File: src/design/ppm_pkg.sv
// ----------------------------------------------------------------------------
// ppm_pkg: shared types and constants of the pulse period power meter
// Configuration record, register indexes, reset values, sequencer codes.
// ----------------------------------------------------------------------------
package ppm_pkg;

    localparam int unsigned TIMER_BITS_DEF = 24;
    localparam int unsigned WATTS_BITS_DEF = 20;
    localparam int unsigned DVW_DEF        = 24;

    localparam int unsigned CFG_W      = 20;
    localparam int unsigned TO_W       = 24;
    localparam int unsigned CFG_DATA_W = 24;
    localparam int unsigned CFG_IDX_W  = 3;
    localparam int unsigned FRAC_W     = 21;
    localparam int unsigned TOTAL_W    = 32;
    localparam int unsigned DIV_N      = 22;

    localparam logic [CFG_IDX_W-1:0] REG_WATTS_CONSTANT   = 3'd0;
    localparam logic [CFG_IDX_W-1:0] REG_ENERGY_INCREMENT = 3'd1;
    localparam logic [CFG_IDX_W-1:0] REG_ENERGY_UNIT      = 3'd2;
    localparam logic [CFG_IDX_W-1:0] REG_LF_THRESHOLD     = 3'd3;
    localparam logic [CFG_IDX_W-1:0] REG_ZERO_TIMEOUT     = 3'd4;

    localparam logic [CFG_W-1:0] WATTS_CONSTANT_RST   = 20'd972000;
    localparam logic [CFG_W-1:0] ENERGY_INCREMENT_RST = 20'd432000;
    localparam logic [CFG_W-1:0] ENERGY_UNIT_RST      = 20'd100000;
    localparam logic [CFG_W-1:0] LF_THRESHOLD_RST     = 20'd500;
    localparam logic [TO_W-1:0]  ZERO_TIMEOUT_RST     = 24'd90000;

    typedef struct packed {
        logic [CFG_W-1:0] watts_constant;
        logic [CFG_W-1:0] energy_increment;
        logic [CFG_W-1:0] energy_unit;
        logic [CFG_W-1:0] lf_select_threshold;
        logic [TO_W-1:0]  zero_timeout_ms;
    } cfg_t;

    typedef enum logic [1:0] {
        ST_IDLE,
        ST_PICK,
        ST_WAIT,
        ST_FINISH
    } state_t;

    typedef enum logic [1:0] {
        JOB_HF,
        JOB_LF,
        JOB_CARRY,
        JOB_DECAY
    } job_t;

endpackage

File: src/design/pulse_period_power_meter.sv
// ----------------------------------------------------------------------------
// pulse_period_power_meter: power and energy from meter pulse pins
// One input transfer per millisecond tick carries the levels of the active-low
// hf_pin, lf0_pin and lf1_pin. Each transfer yields exactly one result transfer
// with watts, energy_wh, hf_led and lf_led. Setup registers are written through
// cfg_we / cfg_index / cfg_data; the user must do so only while no item is in
// flight, as the block does not enforce it. Each division performed adds to
// the time from input transfer to result. Up to three divisions per item
// (HF watts, LF watts, energy carry) go one after another through a single
// divider retiring two quotient bits a cycle; the idle decay division only
// runs on ticks with no edge and so always stands alone.
// in_stall is high from the input transfer until the result is registered;
// the next item can then be taken while the result waits.
// Reset: setup registers return to their defaults, counters, estimates and
// energy clear, no result pending. A stalled result holds its value; the item
// behind it finishes its work and waits until the output register frees.
// ----------------------------------------------------------------------------
module pulse_period_power_meter #(
    parameter int unsigned TIMER_BITS = ppm_pkg::TIMER_BITS_DEF,
    parameter int unsigned WATTS_BITS = ppm_pkg::WATTS_BITS_DEF
) (
    input  logic                             clk,
    input  logic                             rst_n,
    input  logic                             cfg_we,
    input  logic [ppm_pkg::CFG_IDX_W-1:0]    cfg_index,
    input  logic [ppm_pkg::CFG_DATA_W-1:0]   cfg_data,
    input  logic                             in_valid,
    output logic                             in_stall,
    input  logic                             hf_pin,
    input  logic                             lf0_pin,
    input  logic                             lf1_pin,
    output logic                             out_valid,
    input  logic                             out_stall,
    output logic [ppm_pkg::CFG_W-1:0]        watts,
    output logic [ppm_pkg::TOTAL_W-1:0]      energy_wh,
    output logic                             hf_led,
    output logic                             lf_led
);
    import ppm_pkg::*;

    localparam int unsigned DVW  = (TIMER_BITS > CFG_W) ? TIMER_BITS : CFG_W;
    localparam int unsigned CMPW = (TIMER_BITS > TO_W) ? TIMER_BITS : TO_W;
    localparam int unsigned WCW  = (WATTS_BITS > DIV_N) ? WATTS_BITS : DIV_N;
    localparam int unsigned THW  = (WATTS_BITS > CFG_W) ? WATTS_BITS : CFG_W;

    function automatic logic [WATTS_BITS-1:0] clamp_w(input logic [DIV_N-1:0] q);
        logic [WCW-1:0] qx;
        begin
            qx = WCW'(q);
            clamp_w = (|(qx >> WATTS_BITS)) ? '1 : qx[WATTS_BITS-1:0];
        end
    endfunction

    function automatic logic [TIMER_BITS-1:0] tick(input logic [TIMER_BITS-1:0] c);
        tick = (&c) ? c : c + 1'b1;
    endfunction

    function automatic job_t next_job(input job_t j);
        unique case (j)
            JOB_HF:    next_job = JOB_LF;
            JOB_LF:    next_job = JOB_CARRY;
            JOB_CARRY: next_job = JOB_DECAY;
            default:   next_job = JOB_DECAY;
        endcase
    endfunction

    cfg_t cfg;

    state_t state_reg, state_next;
    job_t   job_reg, job_next;

    logic [TIMER_BITS-1:0] hf_el_reg;
    logic [TIMER_BITS-1:0] lf_el_reg;
    logic [TIMER_BITS-1:0] idle_reg;
    logic                  hf_seen_reg;
    logic                  lf_seen_reg;
    logic [WATTS_BITS-1:0] hf_power_reg;
    logic [WATTS_BITS-1:0] lf_power_reg;
    logic [TIMER_BITS-1:0] last_hf_reg;
    logic [FRAC_W-1:0]     frac_reg;
    logic [TOTAL_W-1:0]    total_reg;
    logic                  hf_tog_reg;
    logic                  lf_tog_reg;
    logic                  hf_edge_reg;
    logic                  lf_edge_reg;
    logic [TIMER_BITS-1:0] lf_period_reg;
    logic [DIV_N-1:0]      sum_reg;
    logic [WATTS_BITS-1:0] decay_w_reg;

    logic                  out_valid_reg;
    logic [CFG_W-1:0]      watts_reg;
    logic [TOTAL_W-1:0]    energy_reg;
    logic                  hf_led_reg;
    logic                  lf_led_reg;

    logic                  accept;
    logic                  hf_act;
    logic                  lf_act;
    logic                  hf_edge;
    logic                  lf_edge;
    logic [TIMER_BITS-1:0] hf_tick;
    logic [TIMER_BITS-1:0] lf_tick;
    logic [TIMER_BITS-1:0] idle_tick;
    logic [CFG_W-1:0]      unit_eff;
    logic                  carry_need;
    logic                  zero_show;
    logic                  decay_need;
    logic                  job_need;
    logic                  out_free;
    logic                  load_out;
    logic                  div_start;
    logic                  div_busy;
    logic                  div_done;
    logic [DIV_N-1:0]      div_dividend;
    logic [DVW-1:0]        div_divisor;
    logic [DIV_N-1:0]      div_quo;
    logic [DVW-1:0]        div_rem;
    logic [WATTS_BITS-1:0] sel_w;
    logic [WATTS_BITS-1:0] shown_w;
    logic [THW-1:0]        shown_x;

    ppm_cfg u_cfg (
        .clk       (clk),
        .rst_n     (rst_n),
        .cfg_we    (cfg_we),
        .cfg_index (cfg_index),
        .cfg_data  (cfg_data),
        .cfg       (cfg)
    );

    ppm_div #(
        .DVW (DVW)
    ) u_div (
        .clk       (clk),
        .rst_n     (rst_n),
        .start     (div_start),
        .dividend  (div_dividend),
        .divisor   (div_divisor),
        .busy      (div_busy),
        .done      (div_done),
        .quotient  (div_quo),
        .remainder (div_rem)
    );

    always_comb
    begin
        hf_act    = !hf_pin;
        lf_act    = !lf0_pin || !lf1_pin;
        hf_edge   = hf_act && !hf_seen_reg;
        lf_edge   = lf_act && !lf_seen_reg;
        hf_tick   = tick(hf_el_reg);
        lf_tick   = tick(lf_el_reg);
        idle_tick = tick(idle_reg);

        unit_eff   = (cfg.energy_unit == '0) ? CFG_W'(1) : cfg.energy_unit;
        carry_need = lf_edge_reg && (sum_reg > DIV_N'(unit_eff));
        zero_show  = (CMPW'(idle_reg) > CMPW'(cfg.zero_timeout_ms)) || (last_hf_reg == '0);
        decay_need = !zero_show && (idle_reg > last_hf_reg);

        case (job_reg)
            JOB_HF:    job_need = hf_edge_reg && (last_hf_reg != '0);
            JOB_LF:    job_need = lf_edge_reg && (lf_period_reg != '0);
            JOB_CARRY: job_need = carry_need;
            default:   job_need = decay_need;
        endcase

        case (job_reg)
            JOB_HF:
            begin
                div_dividend = DIV_N'(cfg.watts_constant);
                div_divisor  = DVW'(last_hf_reg);
            end
            JOB_LF:
            begin
                div_dividend = DIV_N'(cfg.watts_constant);
                div_divisor  = DVW'(lf_period_reg);
            end
            JOB_CARRY:
            begin
                div_dividend = sum_reg - 1'b1;
                div_divisor  = DVW'(unit_eff);
            end
            default:
            begin
                div_dividend = DIV_N'(cfg.watts_constant);
                div_divisor  = DVW'(idle_reg);
            end
        endcase

        sel_w   = (THW'(lf_power_reg) > THW'(cfg.lf_select_threshold)) ? lf_power_reg
                                                                       : hf_power_reg;
        shown_w = zero_show ? '0 : (decay_need ? decay_w_reg : sel_w);
        shown_x = THW'(shown_w);
    end

    always_comb
    begin
        state_next = state_reg;
        job_next   = job_reg;
        unique case (state_reg)
            ST_IDLE:
            begin
                if (in_valid)
                begin
                    state_next = ST_PICK;
                    job_next   = JOB_HF;
                end
            end
            ST_PICK:
            begin
                if (job_need)
                    state_next = ST_WAIT;
                else if (job_reg == JOB_DECAY)
                    state_next = ST_FINISH;
                else
                    job_next = next_job(job_reg);
            end
            ST_WAIT:
            begin
                if (div_done)
                begin
                    if (job_reg == JOB_DECAY)
                        state_next = ST_FINISH;
                    else
                    begin
                        state_next = ST_PICK;
                        job_next   = next_job(job_reg);
                    end
                end
            end
            ST_FINISH:
            begin
                if (!out_valid_reg || !out_stall)
                    state_next = ST_IDLE;
            end
            default:
            begin
                state_next = ST_IDLE;
            end
        endcase
    end

    always_comb
    begin
        in_stall  = (state_reg != ST_IDLE);
        accept    = in_valid && (state_reg == ST_IDLE);
        div_start = (state_reg == ST_PICK) && job_need;
        out_free  = !out_valid_reg || !out_stall;
        load_out  = (state_reg == ST_FINISH) && out_free;
    end

    always_ff @(posedge clk or negedge rst_n)
    begin
        if (!rst_n)
        begin
            state_reg <= ST_IDLE;
            job_reg   <= JOB_HF;
        end
        else
        begin
            state_reg <= state_next;
            job_reg   <= job_next;
        end
    end

    always_ff @(posedge clk or negedge rst_n)
    begin
        if (!rst_n)
        begin
            hf_el_reg     <= '0;
            lf_el_reg     <= '0;
            idle_reg      <= '0;
            hf_seen_reg   <= 1'b0;
            lf_seen_reg   <= 1'b0;
            hf_power_reg  <= '0;
            lf_power_reg  <= '0;
            last_hf_reg   <= '0;
            frac_reg      <= '0;
            total_reg     <= '0;
            hf_tog_reg    <= 1'b0;
            lf_tog_reg    <= 1'b0;
            hf_edge_reg   <= 1'b0;
            lf_edge_reg   <= 1'b0;
            lf_period_reg <= '0;
            sum_reg       <= '0;
            decay_w_reg   <= '0;
        end
        else if (accept)
        begin
            hf_el_reg   <= hf_edge ? '0 : hf_tick;
            lf_el_reg   <= lf_edge ? '0 : lf_tick;
            idle_reg    <= (hf_edge || lf_edge) ? '0 : idle_tick;
            hf_seen_reg <= hf_act;
            lf_seen_reg <= lf_act;
            hf_edge_reg <= hf_edge;
            lf_edge_reg <= lf_edge;
            if (hf_edge)
            begin
                hf_tog_reg  <= !hf_tog_reg;
                last_hf_reg <= hf_tick;
            end
            if (lf_edge)
                lf_tog_reg <= !lf_tog_reg;
            lf_period_reg <= lf_tick;
            sum_reg       <= DIV_N'(frac_reg) + DIV_N'(cfg.energy_increment);
        end
        else if ((state_reg == ST_PICK) && !job_need)
        begin
            case (job_reg)
                JOB_HF:
                begin
                    if (hf_edge_reg)
                        hf_power_reg <= clamp_w(DIV_N'(cfg.watts_constant));
                end
                JOB_LF:
                begin
                    if (lf_edge_reg)
                        lf_power_reg <= clamp_w(DIV_N'(cfg.watts_constant));
                end
                JOB_CARRY:
                begin
                    if (lf_edge_reg)
                        frac_reg <= sum_reg[FRAC_W-1:0];
                end
                default:
                begin
                    decay_w_reg <= decay_w_reg;
                end
            endcase
        end
        else if ((state_reg == ST_WAIT) && div_done)
        begin
            case (job_reg)
                JOB_HF:    hf_power_reg <= clamp_w(div_quo);
                JOB_LF:    lf_power_reg <= clamp_w(div_quo);
                JOB_CARRY:
                begin
                    total_reg <= total_reg + TOTAL_W'(div_quo);
                    frac_reg  <= FRAC_W'({1'b0, div_rem} + 1'b1);
                end
                default:   decay_w_reg <= clamp_w(div_quo);
            endcase
        end
    end

    always_ff @(posedge clk or negedge rst_n)
    begin
        if (!rst_n)
            out_valid_reg <= 1'b0;
        else if (load_out)
            out_valid_reg <= 1'b1;
        else if (!out_stall)
            out_valid_reg <= 1'b0;
    end

    always_ff @(posedge clk)
    begin
        if (load_out)
        begin
            watts_reg  <= shown_x[CFG_W-1:0];
            energy_reg <= total_reg;
            hf_led_reg <= hf_tog_reg;
            lf_led_reg <= lf_tog_reg;
        end
    end

    assign out_valid = out_valid_reg;
    assign watts     = watts_reg;
    assign energy_wh = energy_reg;
    assign hf_led    = hf_led_reg;
    assign lf_led    = lf_led_reg;

`ifndef ASSERT_OFF
    a_frac_below_unit_range: assert property (@(posedge clk) disable iff (!rst_n)
        !frac_reg[FRAC_W-1])
        else $error("energy fraction reached the top bit");

    a_start_when_free: assert property (@(posedge clk) disable iff (!rst_n)
        div_start |-> !div_busy)
        else $error("divider started while busy");

    a_accept_when_free: assert property (@(posedge clk) disable iff (!rst_n)
        (in_valid && !in_stall) |-> (!div_busy && !div_done))
        else $error("input transfer while a division is in flight");

    a_done_in_wait: assert property (@(posedge clk) disable iff (!rst_n)
        div_done |-> (state_reg == ST_WAIT))
        else $error("divider result arrived outside the wait state");
`endif

endmodule

File: src/design/ppm_cfg.sv
// ----------------------------------------------------------------------------
// ppm_cfg: configuration register file
// Holds the five setup registers, written through a plain indexed port.
// ----------------------------------------------------------------------------
module ppm_cfg (
    input  logic                             clk,
    input  logic                             rst_n,
    input  logic                             cfg_we,
    input  logic [ppm_pkg::CFG_IDX_W-1:0]    cfg_index,
    input  logic [ppm_pkg::CFG_DATA_W-1:0]   cfg_data,
    output ppm_pkg::cfg_t                    cfg
);
    import ppm_pkg::*;

    cfg_t cfg_reg;

    always_ff @(posedge clk or negedge rst_n)
    begin
        if (!rst_n)
        begin
            cfg_reg.watts_constant      <= WATTS_CONSTANT_RST;
            cfg_reg.energy_increment    <= ENERGY_INCREMENT_RST;
            cfg_reg.energy_unit         <= ENERGY_UNIT_RST;
            cfg_reg.lf_select_threshold <= LF_THRESHOLD_RST;
            cfg_reg.zero_timeout_ms     <= ZERO_TIMEOUT_RST;
        end
        else if (cfg_we)
        begin
            unique case (cfg_index)
                REG_WATTS_CONSTANT:   cfg_reg.watts_constant      <= cfg_data[CFG_W-1:0];
                REG_ENERGY_INCREMENT: cfg_reg.energy_increment    <= cfg_data[CFG_W-1:0];
                REG_ENERGY_UNIT:      cfg_reg.energy_unit         <= cfg_data[CFG_W-1:0];
                REG_LF_THRESHOLD:     cfg_reg.lf_select_threshold <= cfg_data[CFG_W-1:0];
                REG_ZERO_TIMEOUT:     cfg_reg.zero_timeout_ms     <= cfg_data[TO_W-1:0];
                default:              cfg_reg <= cfg_reg;
            endcase
        end
    end

    assign cfg = cfg_reg;

endmodule

File: src/design/ppm_div.sv
// ----------------------------------------------------------------------------
// ppm_div: shared restoring divider
// Unsigned division, two quotient bits per cycle, quotient and remainder held.
// ----------------------------------------------------------------------------
module ppm_div #(
    parameter int unsigned DVW = ppm_pkg::DVW_DEF
) (
    input  logic                          clk,
    input  logic                          rst_n,
    input  logic                          start,
    input  logic [ppm_pkg::DIV_N-1:0]     dividend,
    input  logic [DVW-1:0]                divisor,
    output logic                          busy,
    output logic                          done,
    output logic [ppm_pkg::DIV_N-1:0]     quotient,
    output logic [DVW-1:0]                remainder
);
    import ppm_pkg::*;

    localparam int unsigned STEPS = DIV_N / 2;
    localparam int unsigned CNT_W = $clog2(STEPS + 1);

    logic [DVW-1:0]   rem_reg;
    logic [DIV_N-1:0] quo_reg;
    logic [DVW-1:0]   dsr_reg;
    logic [CNT_W-1:0] cnt_reg;
    logic             busy_reg;
    logic             done_reg;

    logic [DVW:0]     t1;
    logic [DVW:0]     t2;
    logic [DVW-1:0]   r1;
    logic [DVW-1:0]   r2;
    logic             b1;
    logic             b2;
    logic [DIV_N-1:0] quo_next;

    always_comb
    begin
        t1 = {rem_reg, quo_reg[DIV_N-1]};
        b1 = (t1 >= {1'b0, dsr_reg});
        r1 = b1 ? DVW'(t1 - {1'b0, dsr_reg}) : t1[DVW-1:0];
        t2 = {r1, quo_reg[DIV_N-2]};
        b2 = (t2 >= {1'b0, dsr_reg});
        r2 = b2 ? DVW'(t2 - {1'b0, dsr_reg}) : t2[DVW-1:0];
        quo_next = {quo_reg[DIV_N-3:0], b1, b2};
    end

    always_ff @(posedge clk or negedge rst_n)
    begin
        if (!rst_n)
        begin
            busy_reg <= 1'b0;
            done_reg <= 1'b0;
            cnt_reg  <= '0;
        end
        else
        begin
            done_reg <= 1'b0;
            if (start)
            begin
                busy_reg <= 1'b1;
                cnt_reg  <= CNT_W'(STEPS);
            end
            else if (busy_reg)
            begin
                cnt_reg <= cnt_reg - 1'b1;
                if (cnt_reg == CNT_W'(1))
                begin
                    busy_reg <= 1'b0;
                    done_reg <= 1'b1;
                end
            end
        end
    end

    always_ff @(posedge clk)
    begin
        if (start)
        begin
            rem_reg <= '0;
            quo_reg <= dividend;
            dsr_reg <= divisor;
        end
        else if (busy_reg)
        begin
            rem_reg <= r2;
            quo_reg <= quo_next;
        end
    end

    assign busy      = busy_reg;
    assign done      = done_reg;
    assign quotient  = quo_reg;
    assign remainder = rem_reg;

endmodule
File: config.mk
export PLATFORM = sky130hd
export DESIGN_NAME = pulse_period_power_meter
export DESIGN_NICKNAME = d
export VERILOG_FILES = /design/src/design/ppm_pkg.sv /design/src/design/pulse_period_power_meter.sv /design/src/design/ppm_cfg.sv /design/src/design/ppm_div.sv
export SDC_FILE = /design/constraint.sdc
export NUM_CORES = 1
export LEC_CHECK = 0
export ABC_AREA = 1
export ABC_CLOCK_PERIOD_IN_PS = 5090
export BUFFER_PORTS_ARGS = -buffer_cell sky130_fd_sc_hd__buf_2
export CAP_MARGIN = 20
export CELL_PAD_IN_SITES_DETAIL_PLACEMENT = 2
export CELL_PAD_IN_SITES_GLOBAL_PLACEMENT = 2
export CORE_MARGIN = 10
export CORE_UTILIZATION = 38
export DETAILED_ROUTE_END_ITERATION = 12
export PLACE_DENSITY = 0.84
export SYNTH_ARGS = -nofsm -noshare
export SYNTH_HDL_FRONTEND = slang
export SYNTH_SLANG_ARGS = --single-unit
File: constraint.sdc
create_clock -name clk -period 5.09 [get_ports clk]
set_input_delay 0 -clock clk [delete_from_list [all_inputs] [get_ports clk]]
set_output_delay 0 -clock clk [all_outputs]
set_load 0.02 [all_outputs]
==> results of run 1 <==
-- cells in the mapped netlist, types with 9 or more instances --
| master | count | area, um2 |
|---|---|---|
| xor2_1 | 99 | 867.1 |
| o21ai_1 | 36 | 180.2 |
| nand2_1 | 1204 | 4519 |
| nand2_2 | 9 | 56.30 |
| dfxtp_1 | 24 | 480.5 |
| o22ai_1 | 22 | 137.6 |
| ha_1 | 195 | 2440 |
| a21oi_1 | 201 | 1006 |
| nand3_1 | 275 | 1376 |
| o21ai_0 | 330 | 1652 |
| dfstp_2 | 39 | 1025 |
| a31oi_1 | 18 | 112.6 |
| inv_1 | 466 | 1749 |
| clkbuf_1 | 83 | 311.6 |
| a32oi_1 | 9 | 78.83 |
| xnor2_1 | 35 | 306.5 |
| nand4_1 | 71 | 444.2 |
| nor2_1 | 207 | 777.0 |
| o21bai_1 | 14 | 105.1 |
| edfxtp_1 | 100 | 3003 |
| nor2_2 | 9 | 56.30 |
| dfrtp_1 | 337 | 8433 |
| o211ai_1 | 33 | 247.7 |
| a21o_1 | 10 | 75.07 |
| nor4_1 | 28 | 175.2 |
| buf_2 | 37 | 185.2 |
| nor3_1 | 52 | 260.3 |
-- per-stage QoR --
step	cell area, um2	setup WS (ps)	instances
2_1_floorplan	31080	1518	4061
3_3_place_gp	32530	487.4	5107
3_5_place_dp	32530	216.7	5107
4_1_cts	35000	170.4	5257
5_1_grt	35060	-2.888	5259
6_report	35070	238.4	5261
-- cells by family (layout without fill, tap and decap cells) --
| family | count (synthesis) | in the layout | synth area share, % |
|---|---|---|---|
| buffers and inverters | 613 | 751 | 7.787 |
| adder cells (fa/ha/maj) | 199 | 199 | 8.109 |
| XOR/XNOR | 134 | 134 | 3.777 |
| AO/OA/AOI/OAI | 718 | 718 | 12.75 |
| other | 0 | 2 | 0 |
| AND/OR/NAND/NOR | 1897 | 1897 | 25.93 |
| flip-flops | 500 | 500 | 41.64 |
-- critical path: cells and delay by family (launching register included) --
| family | cells | cell delay, ps |
|---|---|---|
| buffers and inverters | 2 | 290 |
| AOI/OAI and AO/OA | 4 | 700 |
| and+or+nand+nor | 16 | 2220 |
| adders and majority gates | 3 | 870 |
| DFF | 1 | 450 |
-- cell type report --
cell class                 count  area [um2]  share of cell area (%)
tap                         1060        1326                   3.782
clock inverter                39       469.2                   1.338
antenna                        2       5.005                 0.01427
multi-input combinational   2948       15740                   44.88
timing repair buffer         164        1191                   3.396
clock buffer                  74        1614                   4.602
sequential                   500       12940                   36.90
inverter                     474        1782                   5.080
-- metal layers --
metal / vias to the layer above / share of wire [%] / routed length [um] / track usage, %
li1: 13600 / - / - / -
met1: 15770 / 43 / 60520 / 38.00
met2: 938 / 49 / 68770 / 50.47
met3: 249 / 5.5 / 7856 / 3.853
met4: 2 / 3.1 / 4457 / 8.917
met5: - / 0.0049 / 7 / 0
-- what timing repair did --
item                                    in CTS  in global routing
setup buffers                                0                  0
endpoints found under the hold margin      391                  0
gates resized for setup                      0                  5
hold buffers                                37                  0
endpoints found under the setup margin       0                 24
-- path summary, 6_finish.rpt --
check                                   start                 to  slack (ps)  depth (start not counted)
setup / recovery           u_div.quotient[21]  u_div.quotient[0]         240                         25
hold / removal                       in_valid      hf_el_reg[20]          40                          4
setup reg to reg           u_div.quotient[21]  u_div.quotient[0]         240                         25
hold reg to reg                    hf_tog_reg             hf_led         470                          0
max in group asynchronous               rst_n      u_cfg.cfg[50]        3720                          4
min in group asynchronous               rst_n      total_reg[13]         530                          4
-- where the power goes --
part / internal, uW / total, uW / switching, uW
Clock: 2710 / 4740 / 2030
Combinational: 4590 / 15800 / 11200
Sequential: 5570 / 7080 / 1510
==> results, run 1 <==
- For the pin with the worst max-slew slack, the measured transition is 1120 ps.
- Clock-pin slew was measured on the worst setup and hold paths at 60 ps.
- The detailed router placed 30560 vias in this run.
- Pin placement for this block handled 91 I/O pins.
- The flow ran to the end, and the final reports show no timing, DRC or antenna violations.
- TritonCTS built the clock tree.
- Global routing used 29.36% of the available tracks.
- The number of max-slew violations in the final report is 0.
- Counting the fill cells in the layout gives 9181.
- The register with the most flip-flops in the layout has 104 of them.
- The H-tree was split into 2 levels.
- The worst voltage drop across the vdd grid is 0.3845 mV.
- The worst setup path is launched from a register.
- The total count of hold-check failures in the final report came to 0.
- The post-route core utilization is 43.40%.
- After detailed routing, the average wire length per cell comes to 26.92 um.
- The number of buffers between clock root and the deepest sink is 3.
- The region available for standard cell placement spans 80810 um2.
- Summed over all layers, the routed wires come to 141600 um.
- The root buffer cell chosen for the clock tree is clkbuf_16.
- The library cells used most frequently in the layout, excluding fill and tap cells, are nand2_1 (1203), inv_1 (464), dfrtp_1 (337).
- Summing the sequential cell areas from Yosys gives 41.64% of the chip area.
- Of all flip-flops after synthesis, the portion carrying an async set or reset was 75.20%.
- The type of the setup path with the least slack is register to register.
- Setup repair after global routing could not meet its margin everywhere.
- Total power for the finished layout comes to 27600 uW.
- The library cell used most frequently in the layout, excluding fill and tap cells, is nand2_1.
- Entering global routing, the biggest net connects 139 pins.
- In the finished design, the share of the clock period the worst path needs comes to 95.32%.
- The clock latency reported for the late side of the worst-skew pair is 670 ps.
- The final HPWL from detailed placement is 96940 um.
- The clock net in this run drives a total of 500 sinks.
- The number of maximum-capacitance constraint violations is 0.
- The achievable clock frequency is 0.2061 GHz.
- The area added between synthesis and finish is 12.85%.
- The number of synthesized register bits is 500.
- The tightest hold margin is 44.60 ps.
- The number of antenna violations at the first check in global routing is 8.
- The analysis attributes to cell leakage a power of 0.01679 uW.
- The worst path arrival time is 5160 ps.
- Among all flip-flop cells after synthesis, the most frequent one is dfrtp_1.
- The total power per unit cell area is 787.1 nW/um2.
- Buffers inserted during clock tree synthesis total 60.
- The floorplan step defined a die boundary enclosing 93620 um2.
- The share of cells above drive strength 1 is 7.907%.
- The average cell area after synthesis is 7.652 um2.
- Routability-driven placement finished with a final weighted congestion of 0.9291.
- The port buffer count is 90.
- The clock period could shrink to 4852 ps.
- The count of final setup violators is 0.
- The worst max-slew margin expressed relative to the limit is 25.33%.
- The first detailed-routing pass ran for 6 iterations.
- From bottom edge to top edge, the die measures 306.0 um.
- The number of standard-cell rows in the floorplan is 104.
- The total congestion overflow after global routing is 0.
- For this configuration, the core starts out at a cell density of 38.46%.
- The most frequent cell on the critical path is nand2_1.
- The stage delay of the slowest cell on the critical path is 450 ps.
- The floorplan step set the die width to 306.0 um.
- The worst hold path belongs to the class input port to register.
- The slowest stage of the critical path is the edfxtp_1 cell.
- In the routed layout, each cell is associated on average with a via count of 5.809.
- The count of yosys warnings during synthesis is 0.
- The required arrival time at the worst endpoint is 5400 ps.
- Counting every net in the synthesized netlist gives 4295.
- For this block, the initial DRC count from the detailed router was 2625.
- The net total in the final layout is 4382.
- The endpoint kind of the worst setup timing path is a register.
- The total negative slack is 0 ps.
- Yosys mapped a number of flops with a built-in enable equal to 100.
- The via count of the first global-routing pass is 33450.
- The post-route DRC violation count is 0.
- Clock skew on the completed layout was measured at 60.10 ps.
- The number of cells produced by synthesis is 4061.
- The global-route wire length before repair is 213800 um.
- Synthesis instantiated 61 different standard cells from the library.
- The final antenna-violating net count is 0.
- The maximum fanout along the worst path is 25.
- The synthesized netlist occupies a cell area of 31080 um2.
(Power assumes the default switching activity.)
==> run 2, diff against run 1 <==
Settings changed: ABC_CLOCK_PERIOD_IN_PS 5090 to 5400.
Clock period 5.09 ns to 5.4 ns, I/O delays scaled along.
==> results, run 2 (synthesized netlist as in run 1, its figures left out) <==
- The shortest clock period the worst path allows after layout is 5037 ps (+185.2 ps).
- The port buffer count is 90 (unchanged).
- The post-CTS setup buffer count is 0 (unchanged).
- The horizontal extent of the die is 306.0 um (unchanged).
- The clock-pin slew on the worst setup and hold paths is 60 ps (about the same).
- The clock buffer count from CTS is 59 (-1.7%).
- In this design, the largest share of critical-path delay is due to simple AND/OR/NAND/NOR gates.
- The number of antenna violations at the first check in global routing was 11 (+3).
- The worst path arrival time is 5610 ps (+450 ps).
- The post-route core utilization was 43.30% (-0.098 points).
- Compared with the post-synthesis result, the final layout area differs by 12.60%.
- The TritonCTS clock tree is built.
- The transition time of the tightest slew-check pin came to 1093 ps (-27.38 ps).
- The number of top-level pins is 91 (unchanged).
- The worst max-slew margin expressed relative to the limit is 26.89% (+1.6 points).
- The type of the setup path with the least slack is register to register.
- The total vias in the final route came to 30120 (-1.5%).
- Setup repair after global routing left no endpoint under its margin.
- The total congestion overflow after global routing is 0 (unchanged).
- The fraction of the cycle the final worst path needs came to 93.27% (-2.0 points).
- The core area is 80810 um2 (unchanged).
- The starting DRC count in detailed routing was 2477 (-5.6%).
- The leakage power total is 0.01675 uW (-0.26%).
- The commonest non-fill, non-tap cell in the layout is nand2_1.
- The flow ran to the end, but the final reports show violations.
- The final HPWL from detailed placement was 97200 um (+0.27%).
- The area of the multi-input gates is 15730 um2 (about the same).
- The number of maximum-capacitance constraint violations is 0 (unchanged).
- The register area is 12940 um2 (about the same).
- The largest net degree at the start of global routing is 136 (-2.2%).
- The achievable clock frequency came to 0.1985 GHz (-3.7%).
- The via count of the first global-routing pass is 33260 (-0.58%).
- The post-route DRC violation count is 0 (unchanged).
- The average wire length per cell after detail routing is 25.92 um (-3.7%).
- The initial standard-cell utilization of the core came to 38.46% (unchanged).
- The total buffers and inverters traversed by the critical path is 6 (+4).
- The share of cells above drive strength 1 is 7.751% (-0.16 points).
- The net total in the final layout came to 4378 (-0.091%).
- The final estimated routing congestion in global placement is 0.9249 (-0.45%).
- The number of flip-flops under the largest register name was 104 (unchanged).
- The global-route wire length before repair is 207500 um (-2.9%).
- The die extent in y is 306.0 um (unchanged).
- The area of the die was 93620 um2 (unchanged).
- The count of filler cells inserted in the layout is 9156 (-0.27%).
- The stage delay of the slowest cell on the critical path is 420 ps (-30 ps).
- The iteration count of the initial detailed-routing pass is 6 (unchanged).
- The worst setup path is captured at a register.
- The number of standard-cell rows in the floorplan is 104 (unchanged).
- The clock latency reported for the late side of the worst-skew pair was 670 ps (about the same).
- The number of max-slew violations in the final report is 0 (unchanged).
- The maximum fanout along the worst path is 25 (unchanged).
- The maximum level of the CTS H-tree is 2 (unchanged).
- The total instance count after detailed placement is 5109 (+0.039%).
- On the critical path, the stage with the largest delay is an instance of ha_1.
- The final reports fail on hold timing.
- The clock sink count is 500 (unchanged).
- The maximum clock skew at final layout came to 45.46 ps (-14.64 ps).
- The final cell count without fillers is 5255 (-0.11%).
- The total count of hold-check failures in the final report came to 3 (+3).
- In the layout the commonest cells are nand2_1 (1203), inv_1 (464), dfrtp_1 (337).
- The final antenna-violating net count is 0 (unchanged).
- The required arrival time at the worst endpoint is 5970 ps (+570 ps).
- The tightest min-delay check is of the input port to register type.
- The per-cell via count in the routed design is 5.731 (-1.3%).
- The cell chosen for the clock root is clkbuf_16.
- The count of final setup violators is 0 (unchanged).
- The total routing usage reported by global routing was 28.42% (-0.94 points).
- The worst setup path is launched from a register.
- The routed wire length is 136200 um (-3.8%).
- The most frequent cell on the critical path is nand2_1.
- The tightest hold margin was -24.82 ps (-69.41 ps).
- The worst voltage drop across the vdd grid is 0.4021 mV (+4.6%).
- The number of buffers between clock root and the deepest sink is 3 (unchanged).
- The total negative slack is 0 ps (unchanged).
- The total power per unit cell area is 743.5 nW/um2 (-5.5%).
## run 2: cell count changes in the layout (fill, tap and decap cells not counted), moves of 2 or more
cell	delta
buf_12	+2
inv_6	+2
clkinv_2	-8
dlygate4sd3_1	-4
clkinv_1	-3
clkinv_8	-2
o21ai_0	+2
clkbuf_1	+5
clkbuf_8	+8
bufinv_16	-3
o21ai_1	-2
## run 2: where the power goes
group / total (uW) / internal (uW) / leakage, uW / switching, uW
Sequential: 6610 / 5250 / 0.00600 / 1360
Clock: 4310 / 2510 / 0.00100 / 1800
Combinational: 15100 / 4380 / 0.00975 / 10700
## run 2: repair_timing
action / in CTS / in global routing
endpoints found under the setup margin: 0 / 1
resized for setup: 0 / 1
hold buffers: 33 / 0
hold endpoints to repair: 278 / 0
## run 2: final timing paths
kind / startpoint / endpoint / slack (ps) / cells after the start
max: u_div.remainder[14] / u_div.remainder[11] / 360 / 28
min: cfg_index[0] / u_cfg.cfg[86] / -20 / 4
max reg2reg: u_div.remainder[14] / u_div.remainder[11] / 360 / 28
min reg2reg: hf_power_reg[13] / hf_power_reg[13] / 490 / 2
max in group asynchronous: rst_n / u_cfg.cfg[20] / 4540 / 3
min in group asynchronous: rst_n / total_reg[7] / 10 / 3
## run 2: cell type report
class	count	area share (%)
multi-input cells	2948	44.96
flip-flops and latches	500	36.98
inverters	474	5.099
clock buffers	87	4.981
well taps	1060	3.790
repair buffers	161	3.325
clock inverters	23	0.8439
diodes	2	0.01430
## run 2: worst reg2reg max path: cells and delay by family (launching register included)
kind                     cells  cell delay [ps]
AND/OR/NAND/NOR             18             2650
buffers and inverters        6              840
adder cells (fa/ha/maj)      2              790
flip-flops                   1              400
AO/OA/AOI/OAI                2              290
## run 2: through the flow
stage	setup WS, ps	total power, uW	cell area [um2]
after floorplan	1828	15530	31080
after global placement	727.6	20290	32570
after detailed placement	530.9	20990	32570
after CTS	396.5	25700	34960
after global routing	13.37	27690	34990
final	363.2	26020	34990
## run 2: routing by layer
layer	global-route usage, %	vias to the layer above	share of wire (%)
met2	47.40	807	47
met4	9.954	10	3.5
met1	36.20	15440	43
met3	5.824	251	6.4
met5	0	-	0.045
li1	-	13610	-
==> run 3, diff against run 2 <==
Settings changed: RECOVER_POWER set to 100.
==> results, run 3 (synthesized netlist as in run 1, its figures left out) <==
- The total congestion overflow after global routing is 0 (unchanged).
- The endpoint identified for the worst register-to-register timing path is hf_el_reg[1].
- The clock sink count is 500 (unchanged).
- The final HPWL from detailed placement is 97200 um (unchanged).
- The shortest clock period the worst path allows after layout came to 5080 ps (+42.82 ps).
- The number of buffers between clock root and the deepest sink is 3 (unchanged).
- In the layout the commonest cells are nand2_1 (1209), inv_1 (468), o21ai_0 (355).
- In this run the most critical hold path is launched from cfg_index[0].
- The worst path arrival time came to 5580 ps (-30 ps).
- The type of the setup path with the least slack is register to register.
- The total power per unit cell area is 747.2 nW/um2 (+0.50%).
- The transition time of the tightest slew-check pin is 3810 ps (+2718 ps).
- The initial standard-cell utilization of the core came to 38.46% (unchanged).
- The number of max-slew violations in the final report is 639 (+639).
- The number of standard-cell rows in the floorplan is 104 (unchanged).
- The cell chosen for the clock root is clkbuf_16.
- The clock-pin slew on the worst setup and hold paths is 60 ps (about the same).
- The number of flip-flops under the largest register name is 104 (unchanged).
- The total vias in the final route is 30170 (+0.19%).
- The core area is 80810 um2 (unchanged).
- The iteration count of the initial detailed-routing pass was 5 (-1).
- The maximum fanout along the worst path is 35 (+40%).
- The clock buffer count from CTS came to 59 (unchanged).
- The number of maximum-capacitance constraint violations is 10 (+10).
- The worst setup path endpoint is hf_el_reg[1].
- The achievable clock frequency is 0.1969 GHz (-0.84%).
- The fraction of the cycle the final worst path needs is 94.07% (+0.79 points).
- The leakage power total was 0.01651 uW (-1.4%).
- The checks that failed: hold timing, capacitance limit, slew limit.
- TritonCTS built the clock tree.
- The worst max-slew margin expressed relative to the limit is -154.0% (-180 points).
- The total negative slack was 0 ps (unchanged).
- The required arrival time at the worst endpoint came to 5900 ps (-70 ps).
- The category of the worst setup path launch point is a register.
- The clock latency reported for the late side of the worst-skew pair is 670 ps (about the same).
- The total count of hold-check failures in the final report came to 3 (unchanged).
- The starting DRC count in detailed routing is 2385 (-3.7%).
- The count of final setup violators was 0 (unchanged).
- The critical path launch point is state_reg[1].
- The die extent in y is 306.0 um (unchanged).
- The post-route core utilization is 42.97% (-0.34 points).
- The net total in the final layout is 4378 (unchanged).
- The routed wire length is 136600 um (+0.28%).
- Compared with the post-synthesis result, the final layout area differs by 11.72%.
- The tightest hold margin is -112.7 ps (-87.91 ps).
- The number of cells on the worst reg-to-reg path is 9 (-68%).
- The count of filler cells inserted in the layout is 9219 (+0.69%).
- The via count of the first global-routing pass is 33260 (unchanged).
- The port buffer count came to 90 (unchanged).
- The worst flop-to-flop path startpoint is state_reg[1].
- The average wire length per cell after detail routing is 25.98 um (+0.24%).
- The final estimated routing congestion in global placement is 0.9249 (unchanged).
- The maximum level of the CTS H-tree is 2 (unchanged).
- The per-cell via count in the routed design is 5.739 (+0.15%).
- The total routing usage reported by global routing was 28.42% (unchanged).
- In this run the worst hold path is classified as input port to register.
- Leaving out fill and tap cells, the most frequent cell in the layout is nand2_1.
- The largest net degree at the start of global routing was 136 (unchanged).
- The number of cells on the worst hold path was 4 (unchanged).
- The maximum clock skew at final layout was 45.41 ps (-0.05160 ps).
- The post-CTS setup buffer count is 0 (unchanged).
- The number of top-level pins was 91 (unchanged).
- The run finished, with violations left.
- The number of antenna violations at the first check in global routing is 13 (+2).
- The post-route DRC violation count is 0 (unchanged).
- The global-route wire length before repair is 207500 um (unchanged).
- Setup repair after global routing left no endpoint under its margin.
- The area of the die is 93620 um2 (unchanged).
- The share of cells above drive strength 1 came to 5.652% (-2.1 points).
- The worst voltage drop across the vdd grid is 0.4020 mV (about the same).
- The horizontal extent of the die came to 306.0 um (unchanged).
- The final antenna-violating net count is 0 (unchanged).
- The internal reg-to-reg setup slack came to 320 ps (-40 ps).
- STA classifies the critical path endpoint as a register.
run 3: cell types whose count changed in the layout (fill, tap and decap cells not counted), moves of 6 or more:
cell,delta
clkbuf_1,+73
buf_2,-58
o21ai_0,+25
o21ai_1,-25
buf_4,-15
clkbuf_2,+6
nand2_1,+6
run 3: worst min path at each step:
stage,slack [ps],to
after floorplan,-300,decay_w_reg[0]
after global placement,-20,total_reg[6]
after detailed placement,-7,total_reg[5]
after CTS,4,total_reg[6]
after global routing,-60,u_cfg.cfg[86]
final,-110,u_cfg.cfg[86]
run 3: worst max-delay path, stage by stage, from the launching register on:
cell	delay, ps
dfrtp_1	500
inv_1	140
ha_1	250
nand2_1	730
clkbuf_1	1300
clkbuf_1	1010
nor2_1	110
clkbuf_2	390
inv_1	330
o22ai_1	130
run 3: layer usage:
layer  vias to the layer above  wire length [um]  GRT usage [%]
met2                       804             64650          47.40
met5                         -                66              0
met1                     15510             58300          36.20
li1                      13600                 -              -
met4                        10              4817          9.954
met3                       251              8757          5.824
run 3: timing repair:
item,in CTS,in global routing
setup endpoints to repair,0,1
hold buffers,33,0
hold endpoints to repair,278,0
gates resized for setup,0,1
run 3: cell type report:
type / count / area (um2) / area share, %
Multi-Input combinational cell: 2948 / 15690 / 45.18
Sequential cell: 500 / 12940 / 37.27
Inverter: 474 / 1784 / 5.139
Clock buffer: 87 / 1743 / 5.020
Tap cell: 1060 / 1326 / 3.820
Timing Repair Buffer: 161 / 934.6 / 2.692
Clock inverter: 23 / 295.3 / 0.8505
Antenna cell: 4 / 10.01 / 0.02883
run 3: metrics by stage:
step                      cells  area, um2  hold slack (ps)  power [uW]  setup slack [ps]
final                      5257      34720           -112.7       25940             320.4
after global routing       5254      34710           -60.22       27580             13.38
after CTS                  5252      34960            4.077       25700             396.5
after detailed placement   5109      32570           -7.079       20990             530.9
after global placement     5109      32570           -15.16       20290             727.6
after floorplan            4061      31080           -295.6       15530              1828
run 3: power by group:
| group | switching (uW) | internal, uW | total [uW] |
|---|---|---|---|
| clock network | 1800 | 2510 | 4310 |
| logic | 10700 | 4290 | 15000 |
| registers | 1360 | 5270 | 6630 |
